`config.mk`:
```
export PLATFORM = sky130hd
export DESIGN_NAME = polyphonic_fm_voice_engine
export DESIGN_NICKNAME = d
export VERILOG_FILES = /design/src/rtl/core/pfm_pkg.sv /design/src/rtl/core/pfm_ram.sv /design/src/rtl/core/polyphonic_fm_voice_engine.sv
export SDC_FILE = /design/constraint.sdc
export NUM_CORES = 2
export LEC_CHECK = 0
export BUFFER_PORTS_ARGS = -buffer_cell sky130_fd_sc_hd__buf_2
export CAP_MARGIN = 20
export CORE_ASPECT_RATIO = 1.1
export CORE_MARGIN = 3
export CORE_UTILIZATION = 60
export DETAILED_ROUTE_END_ITERATION = 10
export PLACE_DENSITY_LB_ADDON = 0.3
export SYNTH_ARGS = -nofsm -noshare
export SYNTH_HDL_FRONTEND = slang
export SYNTH_SLANG_ARGS = --single-unit
```
`constraint.sdc`:
```
create_clock -name clock -period 10.9 [get_ports clock]
set_input_delay 0 -clock clock [delete_from_list [all_inputs] [get_ports clock]]
set_output_delay 0 -clock clock [all_outputs]
set_load 0.02 [all_outputs]
```
`src/rtl/core/pfm_pkg.sv`:
```
// fm voice engine package: codes, field widths, reset values and the
// quarter-wave sine generator used to build the sine rom at elaboration
// no dependencies
`default_nettype none

package pfm_pkg;

   // field widths
   localparam int OP_W        = 2;
   localparam int KEY_W       = 8;
   localparam int STEP_W      = 23;
   localparam int RATIO_W     = 16;
   localparam int DEPTH_W     = 23;
   localparam int WAVE_SEL_W  = 2;
   localparam int SAMPLE_W    = 18;
   localparam int WAVE_W      = 17;
   localparam int QSINE_W     = 15;
   localparam int CSR_INDEX_W = 3;
   localparam int CSR_DATA_W  = 23;

   // default parameter values
   localparam int VOICE_COUNT_DEF     = 8;
   localparam int PHASE_BITS_DEF      = 24;
   localparam int SINE_TABLE_BITS_DEF = 8;

   // request op codes
   localparam logic [OP_W-1:0] OP_TICK     = 2'd0;
   localparam logic [OP_W-1:0] OP_NOTE_ON  = 2'd1;
   localparam logic [OP_W-1:0] OP_NOTE_OFF = 2'd2;

   // waveform codes
   localparam logic [WAVE_SEL_W-1:0] WAVE_SINE  = 2'd0;
   localparam logic [WAVE_SEL_W-1:0] WAVE_RAMP  = 2'd1;
   localparam logic [WAVE_SEL_W-1:0] WAVE_PULSE = 2'd2;
   localparam logic [WAVE_SEL_W-1:0] WAVE_TRI   = 2'd3;

   // register indexes
   localparam logic [CSR_INDEX_W-1:0] CSR_FM_ENABLE   = 3'd0;
   localparam logic [CSR_INDEX_W-1:0] CSR_FM_HARMONIC = 3'd1;
   localparam logic [CSR_INDEX_W-1:0] CSR_CARRIER_WAV = 3'd2;
   localparam logic [CSR_INDEX_W-1:0] CSR_MOD_WAVE    = 3'd3;
   localparam logic [CSR_INDEX_W-1:0] CSR_MOD_FIX_INC = 3'd4;
   localparam logic [CSR_INDEX_W-1:0] CSR_MOD_RATIO   = 3'd5;
   localparam logic [CSR_INDEX_W-1:0] CSR_MOD_DEPTH   = 3'd6;

   // register reset values
   localparam logic [STEP_W-1:0]  MOD_FIX_INC_RST = 23'd7609;
   localparam logic [RATIO_W-1:0] MOD_RATIO_RST   = 16'd256;
   localparam logic [DEPTH_W-1:0] MOD_DEPTH_RST   = 23'd534035;

   localparam longint HALF_PI_Q30 = 64'sd1686629713;

   // round(16384 * sin(pi/2 * k / 2^qbits)), taylor series to x^9 in q30
   function automatic logic [QSINE_W-1:0] quarter_sine(input longint k, input int qbits);
      longint x;
      longint x2;
      longint t;
      longint s;
      longint r;
      x  = (HALF_PI_Q30 * k) >>> qbits;
      x2 = (x * x) >>> 30;
      t  = x;
      s  = x;
      t  = ((t * x2) >>> 30) / 6;
      s  = s - t;
      t  = ((t * x2) >>> 30) / 20;
      s  = s + t;
      t  = ((t * x2) >>> 30) / 42;
      s  = s - t;
      t  = ((t * x2) >>> 30) / 72;
      s  = s + t;
      if (s < 0) begin
         s = 0;
      end
      r = (s + 32768) >>> 16;
      return r[QSINE_W-1:0];
   endfunction

endpackage

`default_nettype wire

```
`src/rtl/core/pfm_ram.sv`:
```
// generic single-write, single-read ram with registered read data
// no dependencies
`default_nettype none

module pfm_ram #(
   parameter int WIDTH = 8,
   parameter int DEPTH = 8
) (
   input  wire logic                                      clock,
   input  wire logic                                      wr_en,
   input  wire logic [((DEPTH > 1) ? $clog2(DEPTH) : 1)-1:0] wr_addr,
   input  wire logic [WIDTH-1:0]                          wr_data,
   input  wire logic [((DEPTH > 1) ? $clog2(DEPTH) : 1)-1:0] rd_addr,
   output logic      [WIDTH-1:0]                          rd_data
);

   logic [WIDTH-1:0] mem_ff [DEPTH];
   logic [WIDTH-1:0] rd_data_ff;

   always_ff @(posedge clock) begin
      if (wr_en) begin
         mem_ff[wr_addr] <= wr_data;
      end
      rd_data_ff <= mem_ff[rd_addr];
   end

   assign rd_data = rd_data_ff;

endmodule

`default_nettype wire

```
`src/rtl/core/polyphonic_fm_voice_engine.sv`:
```
// polyphonic two-operator fm voice engine, top level
// depends on pfm_pkg and pfm_ram
`default_nettype none

// A request is a sample tick, a note on or a note off; only a tick returns a
// response, one signed sample that is half the sum of the active voices. One
// sequencer walks the voices one at a time through a shared phase adder, a
// shared waveform unit (sine rom, saw, square, triangle) and a shared
// multiplier, with voice state held in single-write, single-read rams read one
// voice per step. A tick steps each active voice's carrier phase and, with
// modulation, its modulator phase, wave, depth product and phase offset, then
// adds its carrier wave to the sum. A note on or note off scans the voices
// until the key is found (all voices when it is not), and a note on then
// latches the modulator step. The request side is stalled while a request is
// in work; a finished sample waits in the output register and a following
// request is taken meanwhile. Registers are to be written by the user only
// while no request is in work; the block itself does not enforce it.
module polyphonic_fm_voice_engine #(
   parameter int VOICE_COUNT     = pfm_pkg::VOICE_COUNT_DEF,
   parameter int PHASE_BITS      = pfm_pkg::PHASE_BITS_DEF,
   parameter int SINE_TABLE_BITS = pfm_pkg::SINE_TABLE_BITS_DEF
) (
   input  wire logic                               clock,
   input  wire logic                               reset,
   input  wire logic                               req_valid,
   output logic                                    req_stall,
   input  wire logic [pfm_pkg::OP_W-1:0]           req_op,
   input  wire logic [pfm_pkg::KEY_W-1:0]          req_key_code,
   input  wire logic [pfm_pkg::STEP_W-1:0]         req_phase_step,
   output logic                                    rsp_valid,
   input  wire logic                               rsp_stall,
   output logic signed [pfm_pkg::SAMPLE_W-1:0]     rsp_sample,
   input  wire logic                               csr_wr_en,
   input  wire logic [pfm_pkg::CSR_INDEX_W-1:0]    csr_index,
   input  wire logic [pfm_pkg::CSR_DATA_W-1:0]     csr_wr_data
);

   import pfm_pkg::*;

   localparam int PB      = PHASE_BITS;
   localparam int STB     = SINE_TABLE_BITS;
   localparam int VW      = (VOICE_COUNT > 1) ? $clog2(VOICE_COUNT) : 1;
   localparam int QDEPTH  = 1 << (STB - 2);
   localparam int KW      = STB - 1;
   localparam int VR_W    = KEY_W + STEP_W + PB;
   localparam int EXT_W   = (PB > STEP_W) ? PB : STEP_W;
   localparam int MUL_A_W = DEPTH_W + 1;
   localparam int MUL_W   = MUL_A_W + WAVE_W;
   localparam int PROD_W  = ((PB + 14) > MUL_W) ? (PB + 14) : MUL_W;
   localparam int SUM_W   = WAVE_W + VW + 1;
   localparam logic [VW-1:0] LAST_VOICE = VW'(VOICE_COUNT - 1);
   localparam logic signed [SUM_W-1:0] SAT_HI = SUM_W'(131071);
   localparam logic signed [SUM_W-1:0] SAT_LO = SUM_W'(-131072);
   localparam logic signed [WAVE_W-1:0] WAVE_ONE = WAVE_W'(16384);

   typedef enum logic [12:0] {
      ST_IDLE     = 13'h0001,
      ST_SCAN_RD  = 13'h0002,
      ST_SCAN_CMP = 13'h0004,
      ST_ON_MUL   = 13'h0008,
      ST_ON_WR    = 13'h0010,
      ST_T_RD     = 13'h0020,
      ST_T_CAR    = 13'h0040,
      ST_T_MOD    = 13'h0080,
      ST_T_MWAV   = 13'h0100,
      ST_T_MUL    = 13'h0200,
      ST_T_OFF    = 13'h0400,
      ST_T_CWAV   = 13'h0800,
      ST_T_OUT    = 13'h1000
   } state_type;

   // quarter-wave sine rom
   logic [QSINE_W-1:0] qrom [QDEPTH+1];

   for (genvar g = 0; g <= QDEPTH; g++) begin : g_qrom
      localparam logic [QSINE_W-1:0] QVAL = quarter_sine(longint'(g), STB - 2);
      assign qrom[g] = QVAL;
   end

   // configuration registers
   logic                  fm_enable_ff;
   logic                  fm_harmonic_ff;
   logic [WAVE_SEL_W-1:0] carrier_wave_ff;
   logic [WAVE_SEL_W-1:0] mod_wave_ff;
   logic [STEP_W-1:0]     mod_fix_inc_ff;
   logic [RATIO_W-1:0]    mod_ratio_ff;
   logic [DEPTH_W-1:0]    mod_depth_ff;

   always_ff @(posedge clock) begin
      if (reset) begin
         fm_enable_ff    <= 1'b0;
         fm_harmonic_ff  <= 1'b0;
         carrier_wave_ff <= WAVE_SINE;
         mod_wave_ff     <= WAVE_SINE;
         mod_fix_inc_ff  <= MOD_FIX_INC_RST;
         mod_ratio_ff    <= MOD_RATIO_RST;
         mod_depth_ff    <= MOD_DEPTH_RST;
      end else if (csr_wr_en) begin
         case (csr_index)
            CSR_FM_ENABLE:   fm_enable_ff    <= csr_wr_data[0];
            CSR_FM_HARMONIC: fm_harmonic_ff  <= csr_wr_data[0];
            CSR_CARRIER_WAV: carrier_wave_ff <= csr_wr_data[WAVE_SEL_W-1:0];
            CSR_MOD_WAVE:    mod_wave_ff     <= csr_wr_data[WAVE_SEL_W-1:0];
            CSR_MOD_FIX_INC: mod_fix_inc_ff  <= csr_wr_data[STEP_W-1:0];
            CSR_MOD_RATIO:   mod_ratio_ff    <= csr_wr_data[RATIO_W-1:0];
            CSR_MOD_DEPTH:   mod_depth_ff    <= csr_wr_data[DEPTH_W-1:0];
            default: ;
         endcase
      end
   end

   // sequencer and datapath registers
   state_type                 state_ff, state_in;
   logic [VW-1:0]             idx_ff, idx_in;
   logic [VW-1:0]             tgt_ff, tgt_in;
   logic [VW-1:0]             free_idx_ff, free_idx_in;
   logic                      free_found_ff, free_found_in;
   logic [VOICE_COUNT-1:0]    active_ff, active_in;
   logic [VOICE_COUNT-1:0]    cvld_ff, cvld_in;
   logic [VOICE_COUNT-1:0]    mvld_ff, mvld_in;
   logic [OP_W-1:0]           op_ff, op_in;
   logic [KEY_W-1:0]          key_ff, key_in;
   logic [STEP_W-1:0]         step_ff, step_in;
   logic [PB-1:0]             ph_ff, ph_in;
   logic [PB-1:0]             mph_ff, mph_in;
   logic signed [WAVE_W-1:0]  m_ff, m_in;
   logic signed [PROD_W-1:0]  prod_ff, prod_in;
   logic signed [SUM_W-1:0]   sum_ff, sum_in;
   logic                      rsp_valid_ff, rsp_valid_in;
   logic signed [SAMPLE_W-1:0] rsp_sample_ff, rsp_sample_in;

   // voice rams
   logic            vram_we;
   logic [VR_W-1:0] vram_wdata;
   logic [VR_W-1:0] vram_rdata;
   logic            cram_we;
   logic [PB-1:0]   cram_rdata;
   logic            mram_we;
   logic [PB-1:0]   mram_rdata;

   pfm_ram #(.WIDTH(VR_W), .DEPTH(VOICE_COUNT)) u_voice_ram (
      .clock   (clock),
      .wr_en   (vram_we),
      .wr_addr (tgt_ff),
      .wr_data (vram_wdata),
      .rd_addr (idx_ff),
      .rd_data (vram_rdata)
   );

   pfm_ram #(.WIDTH(PB), .DEPTH(VOICE_COUNT)) u_carrier_ram (
      .clock   (clock),
      .wr_en   (cram_we),
      .wr_addr (idx_ff),
      .wr_data (ph_in),
      .rd_addr (idx_ff),
      .rd_data (cram_rdata)
   );

   pfm_ram #(.WIDTH(PB), .DEPTH(VOICE_COUNT)) u_mod_ram (
      .clock   (clock),
      .wr_en   (mram_we),
      .wr_addr (idx_ff),
      .wr_data (mph_in),
      .rd_addr (idx_ff),
      .rd_data (mram_rdata)
   );

   logic [KEY_W-1:0]  vr_key;
   logic [STEP_W-1:0] vr_cstep;
   logic [PB-1:0]     vr_mstep;
   logic [EXT_W-1:0]  cstep_ext;
   logic [EXT_W-1:0]  fix_inc_ext;

   assign vr_key      = vram_rdata[VR_W-1 -: KEY_W];
   assign vr_cstep    = vram_rdata[PB +: STEP_W];
   assign vr_mstep    = vram_rdata[PB-1:0];
   assign cstep_ext   = EXT_W'(vr_cstep);
   assign fix_inc_ext = EXT_W'(mod_fix_inc_ff);
   assign vram_wdata  = {key_ff, step_ff, prod_ff[8 +: PB]};

   // shared phase adder
   logic [PB-1:0] add_a;
   logic [PB-1:0] add_b;
   logic [PB-1:0] add_sum;

   always_comb begin
      add_a = ph_ff;
      add_b = prod_ff[14 +: PB];
      case (state_ff)
         ST_T_CAR: begin
            add_a = cvld_ff[idx_ff] ? cram_rdata : '0;
            add_b = cstep_ext[PB-1:0];
         end
         ST_T_MOD: begin
            add_a = mvld_ff[idx_ff] ? mram_rdata : '0;
            add_b = fm_harmonic_ff ? vr_mstep : fix_inc_ext[PB-1:0];
         end
         default: ;
      endcase
   end

   assign add_sum = add_a + add_b;

   // shared multiplier
   logic signed [MUL_A_W-1:0] mul_a;
   logic signed [WAVE_W-1:0]  mul_b;
   logic signed [MUL_W-1:0]   mul_full;

   always_comb begin
      if (state_ff == ST_T_MUL) begin
         mul_a = $signed({1'b0, mod_depth_ff});
         mul_b = m_ff;
      end else begin
         mul_a = $signed({1'b0, step_ff});
         mul_b = $signed({1'b0, mod_ratio_ff});
      end
   end

   assign mul_full = mul_a * mul_b;
   assign prod_in  = PROD_W'(mul_full);

   // shared waveform unit
   logic [WAVE_SEL_W-1:0]    wave_sel;
   logic [PB-1:0]            wave_ph;
   logic [15:0]              wave_a;
   logic [STB-1:0]           sine_idx;
   logic [1:0]               sine_quad;
   logic [KW-1:0]            sine_r;
   logic [KW-1:0]            sine_k;
   logic [QSINE_W-1:0]       sine_mag;
   logic signed [WAVE_W-1:0] sine_val;
   logic signed [WAVE_W:0]   a_ext;
   logic signed [WAVE_W:0]   wave_wide;
   logic signed [WAVE_W-1:0] wave_out;

   assign wave_sel  = (state_ff == ST_T_MWAV) ? mod_wave_ff : carrier_wave_ff;
   assign wave_ph   = (state_ff == ST_T_MWAV) ? mph_ff : ph_ff;
   assign wave_a    = wave_ph[PB-1 -: 16];
   assign sine_idx  = wave_ph[PB-1 -: STB];
   assign sine_quad = sine_idx[STB-1 -: 2];
   assign sine_r    = KW'(sine_idx[STB-3:0]);
   assign sine_k    = sine_quad[0] ? (KW'(QDEPTH) - sine_r) : sine_r;
   assign sine_mag  = qrom[sine_k];
   assign sine_val  = sine_quad[1] ? -$signed({2'b00, sine_mag}) : $signed({2'b00, sine_mag});
   assign a_ext     = $signed({2'b00, wave_a});

   always_comb begin
      case (wave_sel)
         WAVE_SINE:  wave_wide = (WAVE_W+1)'(sine_val);
         WAVE_RAMP:  wave_wide = (a_ext >>> 1) - (WAVE_W+1)'(16384);
         WAVE_PULSE: wave_wide = (sine_val > 0) ? (WAVE_W+1)'(WAVE_ONE)
                                                : -(WAVE_W+1)'(WAVE_ONE);
         WAVE_TRI: begin
            if (wave_a < 16'd16384) begin
               wave_wide = a_ext;
            end else if (wave_a < 16'd49152) begin
               wave_wide = (WAVE_W+1)'(32768) - a_ext;
            end else begin
               wave_wide = a_ext - (WAVE_W+1)'(65536);
            end
         end
         default:    wave_wide = '0;
      endcase
   end

   assign wave_out = wave_wide[WAVE_W-1:0];

   // output halving and saturation
   logic signed [SUM_W-1:0] half;
   logic signed [SUM_W-1:0] sat_val;

   assign half    = sum_ff >>> 1;
   assign sat_val = (half > SAT_HI) ? SAT_HI : ((half < SAT_LO) ? SAT_LO : half);

   // sequencer
   logic last_voice;
   logic hit;
   logic req_take;

   assign last_voice = (idx_ff == LAST_VOICE);
   assign hit        = active_ff[idx_ff] && (vr_key == key_ff);
   assign req_take   = req_valid && !req_stall;

   always_comb begin
      state_in      = state_ff;
      idx_in        = idx_ff;
      tgt_in        = tgt_ff;
      free_idx_in   = free_idx_ff;
      free_found_in = free_found_ff;
      active_in     = active_ff;
      cvld_in       = cvld_ff;
      mvld_in       = mvld_ff;
      op_in         = op_ff;
      key_in        = key_ff;
      step_in       = step_ff;
      ph_in         = ph_ff;
      mph_in        = mph_ff;
      m_in          = m_ff;
      sum_in        = sum_ff;
      rsp_valid_in  = rsp_valid_ff && rsp_stall;
      rsp_sample_in = rsp_sample_ff;
      vram_we       = 1'b0;
      cram_we       = 1'b0;
      mram_we       = 1'b0;
      case (state_ff)
         ST_IDLE: begin
            if (req_take) begin
               op_in         = req_op;
               key_in        = req_key_code;
               step_in       = req_phase_step;
               idx_in        = '0;
               free_found_in = 1'b0;
               sum_in        = '0;
               case (req_op)
                  OP_TICK:     state_in = ST_T_RD;
                  OP_NOTE_ON:  state_in = ST_SCAN_RD;
                  OP_NOTE_OFF: state_in = ST_SCAN_RD;
                  default:     state_in = ST_IDLE;
               endcase
            end
         end
         ST_SCAN_RD: begin
            state_in = ST_SCAN_CMP;
         end
         ST_SCAN_CMP: begin
            if (op_ff == OP_NOTE_ON) begin
               if (hit) begin
                  tgt_in   = idx_ff;
                  state_in = ST_ON_MUL;
               end else begin
                  if (!active_ff[idx_ff] && !free_found_ff) begin
                     free_found_in = 1'b1;
                     free_idx_in   = idx_ff;
                  end
                  if (last_voice) begin
                     if (free_found_ff) begin
                        tgt_in = free_idx_ff;
                     end else if (!active_ff[idx_ff]) begin
                        tgt_in = idx_ff;
                     end else begin
                        tgt_in = '0;
                     end
                     state_in = ST_ON_MUL;
                  end else begin
                     idx_in   = idx_ff + VW'(1);
                     state_in = ST_SCAN_RD;
                  end
               end
            end else begin
               if (hit) begin
                  active_in[idx_ff] = 1'b0;
                  state_in          = ST_IDLE;
               end else if (last_voice) begin
                  state_in = ST_IDLE;
               end else begin
                  idx_in   = idx_ff + VW'(1);
                  state_in = ST_SCAN_RD;
               end
            end
         end
         ST_ON_MUL: begin
            state_in = ST_ON_WR;
         end
         ST_ON_WR: begin
            vram_we           = 1'b1;
            active_in[tgt_ff] = 1'b1;
            state_in          = ST_IDLE;
         end
         ST_T_RD: begin
            if (active_ff[idx_ff]) begin
               state_in = ST_T_CAR;
            end else if (last_voice) begin
               state_in = ST_T_OUT;
            end else begin
               idx_in = idx_ff + VW'(1);
            end
         end
         ST_T_CAR: begin
            ph_in           = add_sum;
            cram_we         = 1'b1;
            cvld_in[idx_ff] = 1'b1;
            state_in        = fm_enable_ff ? ST_T_MOD : ST_T_CWAV;
         end
         ST_T_MOD: begin
            mph_in          = add_sum;
            mram_we         = 1'b1;
            mvld_in[idx_ff] = 1'b1;
            state_in        = ST_T_MWAV;
         end
         ST_T_MWAV: begin
            m_in     = wave_out;
            state_in = ST_T_MUL;
         end
         ST_T_MUL: begin
            state_in = ST_T_OFF;
         end
         ST_T_OFF: begin
            ph_in    = add_sum;
            state_in = ST_T_CWAV;
         end
         ST_T_CWAV: begin
            sum_in = sum_ff + SUM_W'(wave_out);
            if (last_voice) begin
               state_in = ST_T_OUT;
            end else begin
               idx_in   = idx_ff + VW'(1);
               state_in = ST_T_RD;
            end
         end
         ST_T_OUT: begin
            // wait for the previous sample to leave
            if (!rsp_valid_ff || !rsp_stall) begin
               rsp_valid_in  = 1'b1;
               rsp_sample_in = sat_val[SAMPLE_W-1:0];
               state_in      = ST_IDLE;
            end
         end
         default: begin
            state_in = ST_IDLE;
         end
      endcase
   end

   always_ff @(posedge clock) begin
      if (reset) begin
         state_ff      <= ST_IDLE;
         idx_ff        <= '0;
         tgt_ff        <= '0;
         free_idx_ff   <= '0;
         free_found_ff <= 1'b0;
         active_ff     <= '0;
         cvld_ff       <= '0;
         mvld_ff       <= '0;
         op_ff         <= OP_TICK;
         rsp_valid_ff  <= 1'b0;
      end else begin
         state_ff      <= state_in;
         idx_ff        <= idx_in;
         tgt_ff        <= tgt_in;
         free_idx_ff   <= free_idx_in;
         free_found_ff <= free_found_in;
         active_ff     <= active_in;
         cvld_ff       <= cvld_in;
         mvld_ff       <= mvld_in;
         op_ff         <= op_in;
         rsp_valid_ff  <= rsp_valid_in;
      end
   end

   always_ff @(posedge clock) begin
      key_ff        <= key_in;
      step_ff       <= step_in;
      ph_ff         <= ph_in;
      mph_ff        <= mph_in;
      m_ff          <= m_in;
      prod_ff       <= prod_in;
      sum_ff        <= sum_in;
      rsp_sample_ff <= rsp_sample_in;
   end

   assign req_stall  = (state_ff != ST_IDLE);
   assign rsp_valid  = rsp_valid_ff;
   assign rsp_sample = rsp_sample_ff;

endmodule

`default_nettype wire
```
* Word level (Yosys, flattened, before mapping)
Memories as Yosys holds them, arrays and structs flattened. A register that Yosys moved wholly into a read port is not among the register bits. Cells that the tools add are included. W data, S select, Z words.
Storage, ports and cells: RAM bits 824, register bits after elaboration 291, ROM bits 1920, memories kept 4
Operators by class: $mul 1, equality and inequality tests 37, reduce and logical (&&, ||, !) cells 38, bitwise logic cells 7, add/sub/neg operators 8, muxes and demuxes 73, magnitude comparators 10
Memories:
- (no name shown) | words 128, width 15, rd ports 1, clocked after memory_dff 0, wr ports 0, RTL line polyphonic_fm_voice_engine.sv:243 | assign sine_mag = qrom[sine_k];
- u_voice_ram.mem_ff | words 8, width 55, rd ports 1, clocked after memory_dff 1, wr ports 1, RTL line pfm_ram.sv:17 | logic [WIDTH-1:0] mem_ff [DEPTH];
- u_carrier_ram.mem_ff | words 8, width 24, rd ports 1, clocked after memory_dff 1, wr ports 1, RTL line pfm_ram.sv:17
- u_mod_ram.mem_ff | words 8, width 24, rd ports 1, clocked after memory_dff 1, wr ports 1, RTL line pfm_ram.sv:17
Operators by type and width (count):
- $pmux W13 S12 | 1
- $mux W24 | 6
- $pmux W24 S2 | 2
- $mux W17 | 5
- $mux W13 | 6
- $pmux W17 S4 | 1
- $pmux W21 S2 | 1
- $mul A24 B17 Y38 | 1
- $mux W15 | 2
- $add A24 B24 Y24 | 1
- $mux W3 | 8
- $or A8 B8 Y8 | 3
- $mux W23 | 1
- $add A21 B17 Y21 | 1
- $mux W21 | 1
- $gt A20 B18 Y1 const B | 1
- $lt A20 B18 Y1 const B | 1
- $mux W1 | 20
- $reduce_and A2 Y1 | 10
- $mux W18 | 1
- $gt A17 B1 Y1 const B | 1
- $neg A15 Y17 | 1
- $sub A16 B16 Y17 const A | 1
- $sub A16 B17 Y17 const B | 1
- 56 further kinds | 97

* Depth between registers and ports, before layout
word-level depth 15, mapped depth 41

* Hierarchy
Synthesis repeated with hierarchy kept, for this count alone.
Unflattened totals: cells, all modules 4905, area, all modules 63231.9 µm²
Modules (own cells, without submodules):
- polyphonic_fm_voice_engine | area each 29961.2 µm², cells an instance 3574, times used 1, sequential area each 6536.3 µm²
- pfm_ram at u_voice_ram | area each 17663.2 µm², cells an instance 703, times used 1, sequential area each 14313.7 µm²
- pfm_ram at u_carrier_ram | area each 7810.0 µm², cells an instance 314, times used 1, sequential area each 6246.0 µm²
- pfm_ram at u_mod_ram | area each 7797.5 µm², cells an instance 314, times used 1, sequential area each 6246.0 µm²

* Least setup slack after synthesis
OpenSTA, ideal clock, no wires.
path kind reg2reg, start register state_ff[1], end register sum_ff[20], data pin, setup time 0.267 ns, slack 2.451 ns, period minus slack after synthesis 8.449 ns, stages on the path, launching flop included 40, data arrival time 8.182 ns, path through dfxtp_1 > nor4_4 > nand4_2 > buf_6 > buf_1 > buf_1 > buf_1 > mux2i_1 > ha_1 > nor2b_1 > xor2_1 > mux2_2 > buf_2 > buf_4 > buf_4 > ha_1 > a221oi_1 > nor3_1 > [4 not listed] > o21ai_0 > o22ai_1 > fa_1 > a21o_1 > a21oi_1 > o21bai_1 > a21oi_1 > o21bai_1 > a21oi_1 > o21ai_0 > a2111oi_0 > o31ai_1 > o21a_1 > o21a_1 > nor2_1 > o21ai_0 > a21oi_1 > nor3b_2
On the way: elaborated cells between the ends (all ways) 29, those cells by class add/sub: 6; order compare: 3; eq/ne: 6; mux: 11; bitwise: 1; reduce/logical: 1; memory: 1
RTL lines:
- start: declaration | RTL line polyphonic_fm_voice_engine.sv:113 | state_type state_ff, state_in;
- start signal: assignment | RTL line polyphonic_fm_voice_engine.sv:437 | state_ff <= state_in;
- $eq A13 B9 Y1 (*) | RTL line polyphonic_fm_voice_engine.sv:236, polyphonic_fm_voice_engine.sv:237
- $mux W24 | RTL line polyphonic_fm_voice_engine.sv:237 | assign wave_ph = (state_ff == ST_T_MWAV) ? mph_ff : ph_ff;
- $sub A7 B6 Y7 | RTL line polyphonic_fm_voice_engine.sv:242 | assign sine_k = sine_quad[0] ? (KW'(QDEPTH) - sine_r) : sine_r;
- $mux W7 | RTL line polyphonic_fm_voice_engine.sv:242
- $not A7 Y8 (not written as such) | RTL line polyphonic_fm_voice_engine.sv:243
- $mem_v2 Z128 W15
- $mux W15 (not written as such) (2 in a row) | RTL line polyphonic_fm_voice_engine.sv:243
- $neg A15 Y17 | RTL line polyphonic_fm_voice_engine.sv:244 | assign sine_val = sine_quad[1] ? -$signed({2'b00, sine_mag}) : $signed({2'b00, sine_mag});
- $mux W17 | RTL line polyphonic_fm_voice_engine.sv:244
- $pmux W17 S4 (*) | RTL line polyphonic_fm_voice_engine.sv:248 | case (wave_sel)
- named net wave_wide[1] | RTL line polyphonic_fm_voice_engine.sv:233 | logic signed [WAVE_W:0] wave_wide;
- $add A21 B17 Y21 (*) | RTL line polyphonic_fm_voice_engine.sv:402 | sum_in = sum_ff + SUM_W'(wave_out);
- $pmux W21 S2 (*) | RTL line polyphonic_fm_voice_engine.sv:305 | case (state_ff)
- end signal: assignment | RTL line polyphonic_fm_voice_engine.sv:457 | sum_ff <= sum_in;
- end: declaration | RTL line polyphonic_fm_voice_engine.sv:128 | logic signed [SUM_W-1:0] sum_ff, sum_in;
Mark *: on every way through the listed nets, which the timed path passes. The rest lies on a longest branch. The select of a mux whose other input is x is not followed. A chain may end at the register's enable or synchronous reset.

* Worst setup path after layout
start register state_ff[4], end register prod_ff[31]
On the way: cells in the longest elaborated chain, start to end 3, elaborated cells between the ends (all ways) 4, those cells by class mul: 1; eq/ne: 1; mux: 2
RTL lines:
- $eq A13 B10 Y1 (*) | RTL line polyphonic_fm_voice_engine.sv:210 | if (state_ff == ST_T_MUL) begin
- $mux W23 / $mux W17 (equally long branches) | RTL line polyphonic_fm_voice_engine.sv:210
- $mul A24 B17 Y38 (*) | RTL line polyphonic_fm_voice_engine.sv:219 | assign mul_full = mul_a * mul_b;
- named net mul_full[31] | RTL line polyphonic_fm_voice_engine.sv:207 | logic signed [MUL_W-1:0] mul_full;
- end signal: assignment | RTL line polyphonic_fm_voice_engine.sv:456 | prod_ff <= prod_in;
- end: declaration | RTL line polyphonic_fm_voice_engine.sv:127 | logic signed [PROD_W-1:0] prod_ff, prod_in;
Mark *: on every way through the listed nets, which the timed path passes. The rest lies on a longest branch.

==> metrics.md <==
| Metric | Value |
|---|---|
| Die H | `336.6 um` |
| Critical path class | `register to register` |
| Post-CTS setup buffer count | `0` |
| DR vias | `41220` |
| Startpoint types | `register` |
| Number of iterations in the first detailed-routing pass | `8` |
| GRT Util Overall | `0.3243` |
| H-tree levels | `3` |
| Min-Delay Path Class | `input port to register` |
| Least-Margin Pin Slew | `1.239 ns` |
| Asr flop ratio synth | `0` |
| Gpl congestion | `0.9552` |
| DP HPWL | `106100 um` |
| Post-Syn Area | `0.05963 mm^2` |
| Root Buffer | `clkbuf_16` |
| Top cell by count, worst path | `fa_1` |
| R2R Setup Slk | `1.46 ns` |
| Final Cell Area | `0.06609 mm^2` |
| Layout net count | `5615` |
| Clock tree buffer depth | `3` |
| Largest net degree at the start of global routing | `106` |
| Slew headroom | `0.1661` |
| WL final | `167000 um` |
| Post-route setup TNS | `0 ns` |
| Die width | `306.6 um` |
| IR drop worst, VDD | `0.0001542 V` |
| Routed length per instance | `25.94 um` |
| Starting Density | `0.6092` |
| Routed Antenna Nets | `0` |
| Crit share post-route | `0.8657` |
| Syn avg cell area | `12.06 um^2` |
| Core Rows | `120` |
| Status | `finished, final reports clean` |
| Flops & latches, synth | `1210` |
| Worst path max stage delay | `0.94 ns` |
| WHS Endpoint | `step_ff[12]` |
| Initial antenna violation count | `4` |
| Fin. Hold Viols | `0` |
| Crit end category | `register` |
| Boundary Pins | `84` |
| Clock Skew | `0.03099 ns` |
| Hold Path Stages | `2` |
| Layout area overhead | `10.84%` |
| Worst EP required | `11.48 ns` |
| CTS tree | `yes` |
| CP Data Arrival Time | `10.01 ns` |
| Slowest stage cell, crit path | `nand4_1` |
| Cts bufs inserted | `113` |
| Final routed DRC violation total | `0` |
| Vias in the first global route | `41640` |
| Max-slew violations | `0` |
| Post-DP Area | `0.06143 mm^2` |
| Max-Cap Viols | `0` |
| ANT cells | `0` |
| Fmax achieved | `106.0 MHz` |
| Worst-path clk slew | `0.07 ns` |
| Fillers | `6955` |
| Die area | `0.1032 mm^2` |
| Worst skew pair latency | `0.70 ns` |
| Pwr dens | `156.1 mW/mm^2` |
| Post-route minimum period | `9.436 ns` |
| Reg-to-Reg Start | `state_ff[4]` |
| Hold path startpoint | `req_phase_step[12]` |
| Peak fanout along the critical path | `23` |
| Grt total ovfl | `0` |
| Seq/Total Area, Yosys | `0.5591` |
| First-pass GRT wire length | `251300 um` |
| Post-synth top flop | `edfxtp_1` |
| Synth Instances | `4946` |
| Layout cell share with drive strength beyond 1 | `0.09191` |
| Leakage power | `0.02547 uW` |
| # port buffers | `83` |
| Vias per cell | `6.402` |
| Setup violators final | `0` |
| Path depth of the worst reg2reg path | `28` |
| YS warnings | `0` |
| Post-synth EDFFs | `911` |
| Count of cell types in the netlist | `91` |
| DR iter-0 viols | `4948` |
| Core ar. | `0.09789 mm^2` |
| Total of cells resized after clock tree synthesis | `0` |
| Post-Syn Nets | `5503` |
| Clk sink count | `1210` |
| RSZ-0062 raised after global routing | `false` |
| RR Endpoint | `prod_ff[31]` |
[layout by cell type (no fill, tap or decap), types with 30 or more instances in the layout]
| master | synthesis | routed |
|---|---|---|
| a21oi_1 | 135 | 134 |
| a22oi_1 | 449 | 449 |
| buf_2 | 11 | 82 |
| buf_4 | 8 | 76 |
| clkbuf_16 | 0 | 114 |
| dfxtp_1 | 299 | 299 |
| dlygate4sd3_1 | 0 | 79 |
| edfxtp_1 | 911 | 911 |
| fa_1 | 315 | 315 |
| ha_1 | 178 | 178 |
| inv_1 | 429 | 428 |
| mux2_2 | 48 | 48 |
| mux2i_1 | 98 | 94 |
| nand2_1 | 588 | 588 |
| nand3_1 | 48 | 48 |
| nand4_1 | 118 | 118 |
| nor2_1 | 423 | 403 |
| nor3_1 | 51 | 47 |
| o211ai_1 | 30 | 30 |
| o21ai_0 | 106 | 106 |
| xnor2_1 | 70 | 70 |
| xor2_1 | 42 | 42 |
[layout make-up]
cell class | instances | area [um^2] | area share
clock buffer | 155 | 3127 | 0.04731
clock inverter | 59 | 694.4 | 0.01051
inverter | 431 | 1618 | 0.02448
multi-input combinational | 3061 | 23860 | 0.3611
sequential | 1210 | 33340 | 0.5045
tap | 1281 | 1603 | 0.02425
timing repair buffer | 241 | 1847 | 0.02794
[how the worst max path moves through the flow]
stage | from | to | slack [ns]
3_5_place_dp | state_ff[12] | sum_ff[20] | 1.68
5_1_grt | state_ff[12] | sum_ff[20] | 0.79
2_1_floorplan | state_ff[1] | sum_ff[20] | 2.45
3_3_place_gp | state_ff[4] | sum_ff[20] | 1.78
4_1_cts | state_ff[4] | sum_ff[20] | 1.67
6_report | state_ff[4] | prod_ff[31] | 1.46
[synthesized netlist by cell type, drive strengths merged (10+ instances only)]
cell type / n / share of area
dfxtp: 299 / 0.10
and2: 21 / 0.0022
a21oi: 135 / 0.011
clkbuf: 198 / 0.012
a31oi: 18 / 0.0019
or2: 20 / 0.0021
o21bai: 10 / 0.0013
o22ai: 19 / 0.0020
ha: 178 / 0.037
nor3: 51 / 0.0043
or3: 12 / 0.0013
edfxtp: 911 / 0.46
a21o: 19 / 0.0024
mux2: 50 / 0.0094
xor2: 43 / 0.0066
buf: 46 / 0.0040
nand2: 589 / 0.037
a22oi: 449 / 0.057
fa: 315 / 0.11
nand4: 119 / 0.013
nor2: 423 / 0.027
nand2b: 20 / 0.0021
xnor2: 71 / 0.011
o211ai: 30 / 0.0038
and3: 23 / 0.0024
o21a: 16 / 0.0020
nor4: 12 / 0.0019
mux2i: 101 / 0.018
a211oi: 14 / 0.0018
inv: 431 / 0.027
o21ai: 109 / 0.0091
nand3: 48 / 0.0040
nor2b: 17 / 0.0018
[critical path, delay by kind of cell, from the launching register on]
family / cells / cell delay (ns)
compound gates: 11 / 2.50
buf+inv: 4 / 0.65
xor+xnor: 1 / 0.15
flops: 1 / 0.38
mux: 1 / 0.58
simple gates: 4 / 1.71
fa+ha+maj: 7 / 3.33
[where the power goes]
part / switching, uW / total [uW] / internal (uW)
registers: 180 / 5310 / 5130
clock network: 1760 / 4010 / 2250
logic: 658 / 1000 / 343
total: 2590 / 10300 / 7730
[what timing repair did]
item / in CTS / in global routing
hold buffers: 79 / 0
hold endpoints to repair: 125 / 0
endpoints found under the setup margin: 0 / 0
[state kept, by name, summed over array words and instances (netlist names), 24 cells and up]
name and count:
mph_ff 24, ph_ff 24, prod_ff 30, u_carrier_ram.mem_ff 192, u_carrier_ram.rd_data 24, u_mod_ram.mem_ff 192, u_mod_ram.rd_data 24, u_voice_ram.mem_ff 440
u_voice_ram.rd_data 55
[per-layer routing]
| layer | up-vias | wire length [um] | global-route usage |
|---|---|---|---|
| met1 | 20360 | 62690 | 0.4323 |
| li1 | 17850 | - | - |
| met2 | 2506 | 77610 | 0.5187 |
| met5 | - | 13 | 0 |
| met3 | 502 | 17680 | 0.05691 |
| met4 | 2 | 8997 | 0.1640 |
[stage by stage]
step                total power (uW)  setup slack [ns]  utilization  instances  hold WS (ns)
global route                   10620            0.7870       0.6752       6438       0.03339
global placement                6314             1.783       0.6274       6139        0.1762
detailed placement              6347             1.684       0.6275       6140        0.1781
finish                         10320             1.464       0.6752       6438       0.03122
floorplan                       5920             2.451            -       4946       0.09887
CTS                            10310             1.666       0.6746       6433     0.0007946
[cell families after synthesis]
logic type | Yosys count | synth area share
AND/OR/NAND/NOR | 1405 | 0.1056
flip-flops | 1210 | 0.5591
AO/OA/AOI/OAI | 896 | 0.1036
buffers and inverters | 675 | 0.04360
adder cells (fa/ha/maj) | 493 | 0.1431
multiplexers | 151 | 0.02702
XOR/XNOR | 116 | 0.01794
Note: power is estimated with default switching activity, not from simulation.
